`src/rtl/core/twgd_pkg.sv`:
```
// ----------------------------------------------------------------------------
// twgd_pkg
// Types and constants shared by the touch wake gesture detector.
// ----------------------------------------------------------------------------
package twgd_pkg;

  localparam int COORD_W  = 12;
  localparam int TICK_W   = 32;
  localparam int GEST_W   = 2;
  localparam int CFG_AW   = 3;
  localparam int CFG_DW   = 12;
  localparam int IN_DW    = 64;
  localparam int OUT_DW   = 8;

  // register indexes
  localparam logic [CFG_AW-1:0] REG_SWEEP_MODE    = 3'd0;
  localparam logic [CFG_AW-1:0] REG_TAP_ENABLE    = 3'd1;
  localparam logic [CFG_AW-1:0] REG_SWAP_AXES     = 3'd2;
  localparam logic [CFG_AW-1:0] REG_HEIGHT_LIMIT  = 3'd3;
  localparam logic [CFG_AW-1:0] REG_POCKET_ENABLE = 3'd4;

  // gesture codes
  localparam logic [GEST_W-1:0] GEST_NONE  = 2'd0;
  localparam logic [GEST_W-1:0] GEST_WAKE  = 2'd1;
  localparam logic [GEST_W-1:0] GEST_SLEEP = 2'd2;
  localparam logic [GEST_W-1:0] GEST_DTAP  = 2'd3;

  // sweep position gates
  localparam logic [COORD_W-1:0] POS_100 = 12'd100;
  localparam logic [COORD_W-1:0] POS_200 = 12'd200;
  localparam logic [COORD_W-1:0] POS_300 = 12'd300;
  localparam logic [COORD_W-1:0] POS_400 = 12'd400;

  // sweep elapsed-tick gates
  localparam logic [TICK_W-1:0] DT_STAGE1 = 32'd25;
  localparam logic [TICK_W-1:0] DT_STAGE2 = 32'd50;
  localparam logic [TICK_W-1:0] DT_STAGE3 = 32'd75;

  // double tap gates
  localparam logic [TICK_W-1:0]  TAP_WINDOW   = 32'd800;
  localparam logic [TICK_W-1:0]  TAP_MIN_GAP  = 32'd10;
  localparam logic [TICK_W-1:0]  TAP_SPAN_MIN = 32'd12;
  localparam logic [TICK_W-1:0]  TAP_SPAN_MAX = 32'd120;
  localparam logic [COORD_W-1:0] TAP_Y_MIN    = 12'd50;
  localparam logic [COORD_W-1:0] TAP_Y_MAX    = 12'd1200;
  localparam logic [COORD_W-1:0] TAP_TOL      = 12'd75;

  localparam logic [CFG_DW-1:0] HEIGHT_LIMIT_RST = 12'd854;

  typedef struct packed {
    logic [1:0]         sweep_mode;
    logic               tap_enable;
    logic               swap_axes;
    logic [COORD_W-1:0] height_limit;
    logic               pocket_enable;
  } cfg_t;

  typedef struct packed {
    logic               req_type;
    logic [COORD_W-1:0] coord_x;
    logic [COORD_W-1:0] coord_y;
    logic [TICK_W-1:0]  tick_time;
    logic               screen_off;
    logic               pocket_ok;
  } item_t;

  typedef struct packed {
    logic [1:0]         wake_stage;
    logic [1:0]         sleep_stage;
    logic [TICK_W-1:0]  sweep_start;
    logic [TICK_W-1:0]  tap_time0;
    logic [TICK_W-1:0]  tap_time1;
    logic [COORD_W-1:0] tap_x0;
    logic [COORD_W-1:0] tap_x1;
    logic [COORD_W-1:0] tap_y0;
    logic [COORD_W-1:0] tap_y1;
    logic [TICK_W-1:0]  tap_win;
  } gest_state_t;

endpackage

```
`src/rtl/core/twgd_eval.sv`:
```
// ----------------------------------------------------------------------------
// twgd_eval
// Next-state and gesture decision for one touch item.
// ----------------------------------------------------------------------------
module twgd_eval (
  input  twgd_pkg::cfg_t             cfg,
  input  twgd_pkg::item_t            item,
  input  twgd_pkg::gest_state_t      st,
  output twgd_pkg::gest_state_t      st_nxt,
  output logic [twgd_pkg::GEST_W-1:0] gesture
);

  always_comb begin
    logic [twgd_pkg::COORD_W-1:0] pos;
    logic [twgd_pkg::COORD_W-1:0] hgt;
    logic [twgd_pkg::COORD_W-1:0] dx;
    logic [twgd_pkg::COORD_W-1:0] dy;
    logic [twgd_pkg::TICK_W-1:0]  dt;
    logic [twgd_pkg::TICK_W-1:0]  ws;
    logic [twgd_pkg::TICK_W-1:0]  since_win;
    logic [twgd_pkg::TICK_W-1:0]  since_tap;
    logic [twgd_pkg::GEST_W-1:0]  code;
    logic                         h_ok;

    st_nxt    = st;
    code      = twgd_pkg::GEST_NONE;
    pos       = cfg.swap_axes ? item.coord_y : item.coord_x;
    hgt       = cfg.swap_axes ? item.coord_x : item.coord_y;
    h_ok      = hgt > cfg.height_limit;
    dt        = item.tick_time - st.sweep_start;
    // a zero window start means no window open yet
    ws        = (st.tap_win == '0) ? item.tick_time : st.tap_win;
    since_win = item.tick_time - ws;
    since_tap = item.tick_time - st.tap_time0;
    dx        = (item.coord_x > st.tap_x0) ? item.coord_x - st.tap_x0
                                           : st.tap_x0 - item.coord_x;
    dy        = (item.coord_y > st.tap_y0) ? item.coord_y - st.tap_y0
                                           : st.tap_y0 - item.coord_y;

    if (!item.req_type) begin
      if (item.screen_off && cfg.sweep_mode != 2'd0 && h_ok) begin
        if (pos < twgd_pkg::POS_100) begin
          st_nxt.wake_stage  = 2'd1;
          st_nxt.sweep_start = item.tick_time;
        end else if (st.wake_stage == 2'd1 && pos > twgd_pkg::POS_100 &&
                     dt < twgd_pkg::DT_STAGE1) begin
          st_nxt.wake_stage = 2'd2;
        end else if (st.wake_stage == 2'd2 && pos > twgd_pkg::POS_200 &&
                     dt < twgd_pkg::DT_STAGE2) begin
          st_nxt.wake_stage = 2'd3;
        end else if (st.wake_stage == 2'd3 && pos > twgd_pkg::POS_300 &&
                     dt < twgd_pkg::DT_STAGE3) begin
          code = twgd_pkg::GEST_WAKE;
        end
      end else if (!item.screen_off && cfg.sweep_mode[1] && h_ok) begin
        if (pos > twgd_pkg::POS_400) begin
          st_nxt.sleep_stage = 2'd1;
          st_nxt.sweep_start = item.tick_time;
        end else if (st.sleep_stage == 2'd1 && pos < twgd_pkg::POS_400 &&
                     dt < twgd_pkg::DT_STAGE1) begin
          st_nxt.sleep_stage = 2'd2;
        end else if (st.sleep_stage == 2'd2 && pos < twgd_pkg::POS_300 &&
                     dt < twgd_pkg::DT_STAGE2) begin
          st_nxt.sleep_stage = 2'd3;
        end else if (st.sleep_stage == 2'd3 && pos < twgd_pkg::POS_200 &&
                     dt < twgd_pkg::DT_STAGE3) begin
          code = twgd_pkg::GEST_SLEEP;
        end
      end
    end else begin
      if (since_win > twgd_pkg::TAP_WINDOW) begin
        // window expired: everything cleared, tap dropped
        st_nxt = '0;
      end else begin
        st_nxt.tap_time1 = st.tap_time0;
        st_nxt.tap_time0 = item.tick_time;
        st_nxt.tap_win   = ws;
        // taps too close only move the time history
        if (since_tap >= twgd_pkg::TAP_MIN_GAP) begin
          st_nxt.tap_x1 = st.tap_x0;
          st_nxt.tap_x0 = item.coord_x;
          st_nxt.tap_y1 = st.tap_y0;
          st_nxt.tap_y0 = item.coord_y;
          if (item.screen_off && cfg.tap_enable &&
              item.coord_y > twgd_pkg::TAP_Y_MIN &&
              item.coord_y < twgd_pkg::TAP_Y_MAX &&
              since_win > twgd_pkg::TAP_SPAN_MIN &&
              since_win < twgd_pkg::TAP_SPAN_MAX &&
              dx < twgd_pkg::TAP_TOL && dy < twgd_pkg::TAP_TOL) begin
            code = twgd_pkg::GEST_DTAP;
          end
        end
      end
    end

    // pocket gate: a passed detection clears all gesture state, a blocked one reports nothing
    if (code != twgd_pkg::GEST_NONE) begin
      if (cfg.pocket_enable && item.pocket_ok) begin
        st_nxt = '0;
      end else begin
        code = twgd_pkg::GEST_NONE;
      end
    end

    gesture = code;
  end

endmodule

```
`src/rtl/core/touch_wake_gesture_detector.sv`:
```
// ----------------------------------------------------------------------------
// touch_wake_gesture_detector
// Sweep-to-wake/sleep and double tap detection on a stream of touch items.
// ----------------------------------------------------------------------------
//  channel | dir | tdata (low bit up)                               | tuser
//  in_     | in  | coord_x, coord_y, tick_time, screen_off, pocket_ok | req_type
//  out_    | out | wake_press                                        | gesture
//  cfg_    | in  | cfg_we, cfg_addr (register index), cfg_wdata      | -
//
//  One item per cycle sustained while results are taken; items pass the input
//  register, then the result register. The gesture state register feeds back
//  through one evaluation stage, which sets that rate. Synchronous active-low
//  reset clears valids and gesture state and loads the register defaults. A
//  stalled result holds the input register; new items are taken whenever the
//  stage ahead moves or the input register is empty.
// ----------------------------------------------------------------------------
module touch_wake_gesture_detector (
  input  logic                          clk,
  input  logic                          rst_n,
  input  logic                          in_tvalid,
  output logic                          in_tready,
  // coord_x[11:0], coord_y[23:12], tick_time[55:24], screen_off[56],
  // pocket_ok[57], zero [63:58]
  input  logic [twgd_pkg::IN_DW-1:0]    in_tdata,
  // req_type[0]
  input  logic                          in_tuser,
  output logic                          out_tvalid,
  input  logic                          out_tready,
  // wake_press[0], zero [7:1]
  output logic [twgd_pkg::OUT_DW-1:0]   out_tdata,
  // gesture[1:0]
  output logic [twgd_pkg::GEST_W-1:0]   out_tuser,
  input  logic                          cfg_we,
  input  logic [twgd_pkg::CFG_AW-1:0]   cfg_addr,
  input  logic [twgd_pkg::CFG_DW-1:0]   cfg_wdata
);

  twgd_pkg::cfg_t                cfg_r;
  twgd_pkg::item_t               item_r;
  twgd_pkg::gest_state_t         state_r;
  twgd_pkg::gest_state_t         state_nxt;
  logic                          s1_valid_r;
  logic                          out_valid_r;
  logic                          wake_r;
  logic [twgd_pkg::GEST_W-1:0]   gest_r;
  logic [twgd_pkg::GEST_W-1:0]   gest_nxt;
  logic                          s1_adv;

  assign s1_adv    = !out_valid_r || out_tready;
  assign in_tready = !s1_valid_r || s1_adv;

  // configuration writes
  always_ff @(posedge clk) begin
    if (!rst_n) begin
      cfg_r.sweep_mode    <= 2'd0;
      cfg_r.tap_enable    <= 1'b0;
      cfg_r.swap_axes     <= 1'b0;
      cfg_r.height_limit  <= twgd_pkg::HEIGHT_LIMIT_RST;
      cfg_r.pocket_enable <= 1'b1;
    end else if (cfg_we) begin
      unique case (cfg_addr)
        twgd_pkg::REG_SWEEP_MODE:    cfg_r.sweep_mode    <= cfg_wdata[1:0];
        twgd_pkg::REG_TAP_ENABLE:    cfg_r.tap_enable    <= cfg_wdata[0];
        twgd_pkg::REG_SWAP_AXES:     cfg_r.swap_axes     <= cfg_wdata[0];
        twgd_pkg::REG_HEIGHT_LIMIT:  cfg_r.height_limit  <= cfg_wdata;
        twgd_pkg::REG_POCKET_ENABLE: cfg_r.pocket_enable <= cfg_wdata[0];
        default: ;
      endcase
    end
  end

  // input register
  always_ff @(posedge clk) begin
    if (!rst_n) begin
      s1_valid_r <= 1'b0;
    end else if (in_tready) begin
      s1_valid_r <= in_tvalid;
    end
  end

  always_ff @(posedge clk) begin
    if (in_tready && in_tvalid) begin
      item_r.req_type   <= in_tuser;
      item_r.coord_x    <= in_tdata[11:0];
      item_r.coord_y    <= in_tdata[23:12];
      item_r.tick_time  <= in_tdata[55:24];
      item_r.screen_off <= in_tdata[56];
      item_r.pocket_ok  <= in_tdata[57];
    end
  end

  twgd_eval u_eval (
    .cfg     (cfg_r),
    .item    (item_r),
    .st      (state_r),
    .st_nxt  (state_nxt),
    .gesture (gest_nxt)
  );

  // gesture state and result register
  always_ff @(posedge clk) begin
    if (!rst_n) begin
      state_r     <= '0;
      out_valid_r <= 1'b0;
    end else if (s1_adv) begin
      out_valid_r <= s1_valid_r;
      if (s1_valid_r) begin
        state_r <= state_nxt;
      end
    end
  end

  always_ff @(posedge clk) begin
    if (s1_adv && s1_valid_r) begin
      gest_r <= gest_nxt;
      wake_r <= (gest_nxt != twgd_pkg::GEST_NONE);
    end
  end

  assign out_tvalid = out_valid_r;
  assign out_tdata  = {{(twgd_pkg::OUT_DW-1){1'b0}}, wake_r};
  assign out_tuser  = gest_r;

  // a press always carries a gesture code, and only then
  a_press_code: assert property (@(posedge clk) disable iff (!rst_n)
    out_tvalid |-> (wake_r == (gest_r != twgd_pkg::GEST_NONE)))
    else $error("press flag and gesture code disagree");

  // a passed detection leaves no gesture state behind
  a_clear_on_press: assert property (@(posedge clk) disable iff (!rst_n)
    (s1_adv && s1_valid_r && gest_nxt != twgd_pkg::GEST_NONE) |=> (state_r == '0))
    else $error("gesture state not cleared after press");

  // wake tracker moves up one stage at a time, or restarts/clears
  a_wake_step: assert property (@(posedge clk) disable iff (!rst_n)
    (state_r.wake_stage != $past(state_r.wake_stage)) |->
      (state_r.wake_stage == 2'd0 || state_r.wake_stage == 2'd1 ||
       state_r.wake_stage == $past(state_r.wake_stage) + 2'd1))
    else $error("wake tracker skipped a stage");

  // a press is only reported when the pocket gate is open
  a_pocket_gate: assert property (@(posedge clk) disable iff (!rst_n)
    (s1_adv && s1_valid_r && gest_nxt != twgd_pkg::GEST_NONE) |->
      (cfg_r.pocket_enable && item_r.pocket_ok))
    else $error("press reported with pocket gate closed");

endmodule

```
`config.mk`:
```
export PLATFORM = sky130hd
export DESIGN_NAME = touch_wake_gesture_detector
export DESIGN_NICKNAME = d
export VERILOG_FILES = /design/src/rtl/core/twgd_pkg.sv /design/src/rtl/core/twgd_eval.sv /design/src/rtl/core/touch_wake_gesture_detector.sv
export SDC_FILE = /design/constraint.sdc
export NUM_CORES = 1
export LEC_CHECK = 0
export ABC_AREA = 1
export BUFFER_PORTS_ARGS = -buffer_cell sky130_fd_sc_hd__clkbuf_2
export CAP_MARGIN = 25
export CORE_MARGIN = 2
export CORE_UTILIZATION = 47
export DETAILED_ROUTE_END_ITERATION = 8
export GPL_TIMING_DRIVEN = 0
export SLEW_MARGIN = 10
export SYNTH_ARGS = -nofsm -noshare
export SYNTH_HDL_FRONTEND = slang
export SYNTH_HIERARCHICAL = 1
export SYNTH_SLANG_ARGS = --single-unit
export TNS_END_PERCENT = 10
```
`constraint.sdc`:
```
create_clock -name clk -period 5.1 [get_ports clk]
set_input_delay 0.51 -clock clk [delete_from_list [all_inputs] [get_ports clk]]
set_output_delay 0.51 -clock clk [all_outputs]
set_load 0.005 [all_outputs]
```
# Word level (Yosys, flattened, before mapping)
# Index checks and enable logic that the tools add are counted.
[totals] regBits=261 inputBits=85 output_inout_bits=12 wordCells=146
[classes] n_addsub=7 order_cmp=22 n_eq_ne=10 mux=40 n_reduce_logical=42
[op_table] cell="2-to-1 mux 180 bit" count=2
[op_table] cell="2-to-1 mux 144 bit" count=2
[op_table] cell="2-to-1 mux 32 bit" count=4
[op_table] cell="subtractor 32 bit" count=3
[op_table] cell="2-to-1 mux 36 bit" count=2
[op_table] cell="less-than comparator 32 x 7 -> 1 bit (second input constant)" count=2
[op_table] cell="2-to-1 mux 12 bit" count=4
[op_table] cell="2-to-1 mux 48 bit" count=1
[op_table] cell="subtractor 12 bit" count=4
[op_table] cell="2-to-1 mux 2 bit" count=23
[op_table] cell="> comparator 12 bit" count=3
[op_table] cell="less-than comparator 12 x 7 -> 1 bit (second input constant)" count=3
[op_table] cell="2-to-1 mux 34 bit" count=1
[op_table] cell="greater-or-equal comparator 32 x 4 -> 1 bit (second input constant)" count=1
[op_table] cell="> comparator 32 x 10 -> 1 bit (second input constant)" count=1
[op_table] cell="> comparator 32 x 4 -> 1 bit (second input constant)" count=1
[op_table] cell="zero test 32 bit" count=1
[op_table] cell="less-than comparator 32 x 5 -> 1 bit (second input constant)" count=1
[op_table] cell="less-than comparator 32 x 6 -> 1 bit (second input constant)" count=1
[op_table] cell="logical AND 1 bit" count=26
[op_table] cell="> comparator 12 x 9 -> 1 bit (second input constant)" count=2
[op_table] cell="less-than comparator 12 x 9 -> 1 bit (second input constant)" count=2
[op_table] cell="> comparator 12 x 6 -> 1 bit (second input constant)" count=1
[op_table] cell="> comparator 12 x 7 -> 1 bit (second input constant)" count=1
[op_table] cell="other kinds (14)" count=29

# Logic depth before layout (Yosys ltp)
[depth] depth_word=15 ltp_mapped=37 depth_no_buf=34

# Hierarchy
# The synthesis kept the hierarchy.
[modules_own_cells] mod="twgd_eval" instances=1 cells_each=3451 area_each_um2=17053.9 seq_area_each_um2=0.0
[modules_own_cells] mod="touch_wake_gesture_detector" instances=1 cells_each=1168 area_each_um2=10084.7 seq_area_each_um2=5845.6

# Least setup slack after synthesis
# No wires, ideal clock.
[synth_timing] path_type="register to register" startpoint="register state_r[2] (netlist name)" endpoint="register state_r[111] (netlist name)" setup_time_ns=0.113 arrival_time_ns=3.983 t_required_ns=4.987 setup_slack_ns=1.004 stages_incl_launch_ff=33 n_path_buf=4 synth_period_minus_slack_ns=4.096 path_cell_list="dfxtp_1 > inv_2 > nand2_1 > nor2_1 > nand2_1 > nor2_1 > nand2_2 > buf_2 > inv_1 > clkbuf_1 > nand2_1 > nand2_1 > inv_1 > ha_1 > a21oi_1 > o21ai_0 > a21oi_1 > nor4_1 > a211oi_1 > nand2_1 > nand2_1 > nand2_1 > nor2_2 > nand2_1 > nor3_2 > nand3_2 > nand3_2 > buf_8 > buf_4 > nor2_1 > nand3b_1 > nand2_1 > nor2_1"
[synth_lines] item="from (decl)" line_no="touch_wake_gesture_detector.sv:40" text="twgd_pkg::gest_state_t state_r;"
[synth_lines] item="from (signal assigned)" line_no="touch_wake_gesture_detector.sv:108" text="state_r <= state_nxt;"

==> results.md <==
- Root Buffer: clkbuf_16
- Hold Crit Class: primary input to flip-flop
- WL/cell: about 18 um
- Avg Inst Size Synth: between 5 and 6 um^2
- Peak supply drop: 0.2849 mV
- First-pass GRT wire length: 129.3 mm
- Critical path origin: state_r[16]
- Combinational group share of total power: 0.348
- Total track usage: 0.3246
- Placer Congestion: 0.9952
- Area delta synth->final: 11.46%
- Clock Power Share: 0.353
- Nature of the critical path startpoint: flip-flop
- Status: finished clean
- TritonCTS buffer count: 29
- Layout Skew: 0.02837 ns
- Post-Place Worst Slack: -0.4365 ns
- Critical path peak fanout: 10
- # rows: 81
- Drt pass-1 iters: 6
- Starting density of the core: 0.4755
- Die area: 51320 um^2
- CTS Sinks: 205
- Nets@finish: 4335
- Later-pin clock latency in the skew report: 0.59 ns
- Share of layout cells above drive strength 1: 0.09592
- Via-to-Cell Ratio: 5.414
- WP data arrival: 5.35 ns
- Sw Ratio: 0.3855
- Ys Warns: 6
- Fin crit period: between 4 and 5 ns
- Worst slew pin tran: 0.8380 ns
- Hold_sp: in_tdata[44]
- Crit path largest cell delay: 0.37 ns
- Worst hold margin: roughly 0.094 ns
- Worst reg2reg setup slack: about 0.27 ns
- Fraction of power consumed by sequential logic: 0.299
- CTS tree: done
- Largest net degree at the start of global routing: 35
- Vias in the first global route: around 22k
- Final setup vio count: 0
- Total grt overflow: 0
- Total number of vias: 25.89k
- Htree depth: 1
- PD cells: 254.5 nW/um^2
- Most frequent CP cell: nand2_1
- Die Span Y: 226.5 um
- Post-DP HPWL: 66.49 mm
- CP max-delay cell: ha_1
- Final ANT Viol Nets: 0
- Setup crit end kind: flip-flop
- Int Pwr: 0.004058 W
- Setup CP Type: flip-flop to flip-flop
- Pins Over Slew Limit: 0
- Max-Cap Viols: 0
- Slew margin rel.: 0.4413
- CTS clk-pin slew, worst paths: 0.07 ns
- Core footprint: 48950 um^2
- CTS Hold Bufs: 0
- Synth Instances: 3965
- Period Utilization, post-route: 0.9469
- DRC Markers: 0
- Deepest clock path buffer count: 3
- Iteration-0 DRC Markers: 2981
- WL final: 84.89 mm
- WP data required: 5.63 ns
- Area of the mapped netlist: 23280 um^2
- Fmax: about 210 MHz
- Sw power: 0.002546 W
- Port bufs: 82
- LEAKAGE: 12.79 nW
- Initial antenna violation count: 2
- Die width: 226.5 um
- Hold Violations, Final: 0
- IO Count: 97
- Worst r2r src: state_r[16]
- Slack of the critical path: 0.2708 ns
-- path summary, 6_finish.rpt --
| path | to | cells after the start |
|---|---|---|
| max | state_r[31] | 33 |
| min | item_r[22] | 1 |
| max reg2reg | state_r[31] | 33 |
| min reg2reg | cfg_r[2] | 2 |
-- stage by stage --
stage | area [um^2] | util | cells | power, W | setup TNS (ns)
global placement | 24540 | 0.5013 | 4717 | 0.004213 | -45.39
CTS | 25760 | 0.5263 | 4779 | 0.006573 | 0
floorplan | 23300 | - | 3971 | 0.003580 | 0
finish | 25940 | 0.5300 | 4783 | 0.006604 | 0
global route | 25940 | 0.5299 | 4782 | 0.006999 | -0.04230
detailed placement | 24560 | 0.5018 | 4718 | 0.004214 | -44.02
-- timing repair --
item | CTS | global route
gates resized for setup | 8 | 57
setup endpoints to repair | 124 | 125
pin swaps | 3 | 4
buffers inserted | 7 | 4
-- worst max-delay path, delay by kind of cell (launching register included) --
kind	cells	cell delay, ns
compound gates	4	0.88
simple gates	19	2.19
flops	1	0.33
buf+inv	9	0.98
fa+ha+maj	1	0.37
-- placed cells by master, fill, tap and decap left out, types with 42 or more instances in the layout --
master	count
dfxtp_1	143
a21oi_1	159
clkbuf_1	58
nand3b_1	150
xor2_1	42
a211oi_1	45
edfxtp_1	62
o21ai_0	176
nand3_1	180
nand2_1	1012
nor2_1	673
nand4_1	149
buf_2	72
ha_1	146
inv_1	532
clkbuf_2	87
-- sequential cells by signal (all words and copies together), names as in the netlist --
| register | flops |
|---|---|
| state_r | 124 |
| item_r | 59 |
| cfg_r | 17 |
| out_tuser | 2 |
| out_tvalid | 1 |
| s1_valid_r | 1 |
| wake_r | 1 |
-- layout make-up --
type / instances / area [um^2]
antenna: 1 / 2.502
buffer: 212 / 1176
clock buffer: 31 / 775.7
clock inverter: 23 / 320.3
fill: 5304 / 23010
inverter: 559 / 2101
multi-input combinational: 2994 / 15470
sequential: 205 / 4725
tap: 664 / 830.8
timing repair buffer: 94 / 541.8
-- power by group through the flow --
stage	Sequential, W	Combinational, W	Clock [W]
2_1_floorplan	0.00190	0.00168	0
3_3_place_gp	0.00201	0.00221	0
3_5_place_dp	0.00200	0.00221	0
4_1_cts	0.00197	0.00223	0.00238
5_1_grt	0.00198	0.00259	0.00243
6_report	0.00197	0.00230	0.00233
-- metal layers --
metal,global-route usage,vias up,part of all wire
li1,-,12980,-
met4,0.08340,2,0.028
met3,0.04691,119,0.082
met5,0,-,0.00012
met1,0.4900,11800,0.48
met2,0.4776,994,0.41
Power figures use the tool's default switching activity.
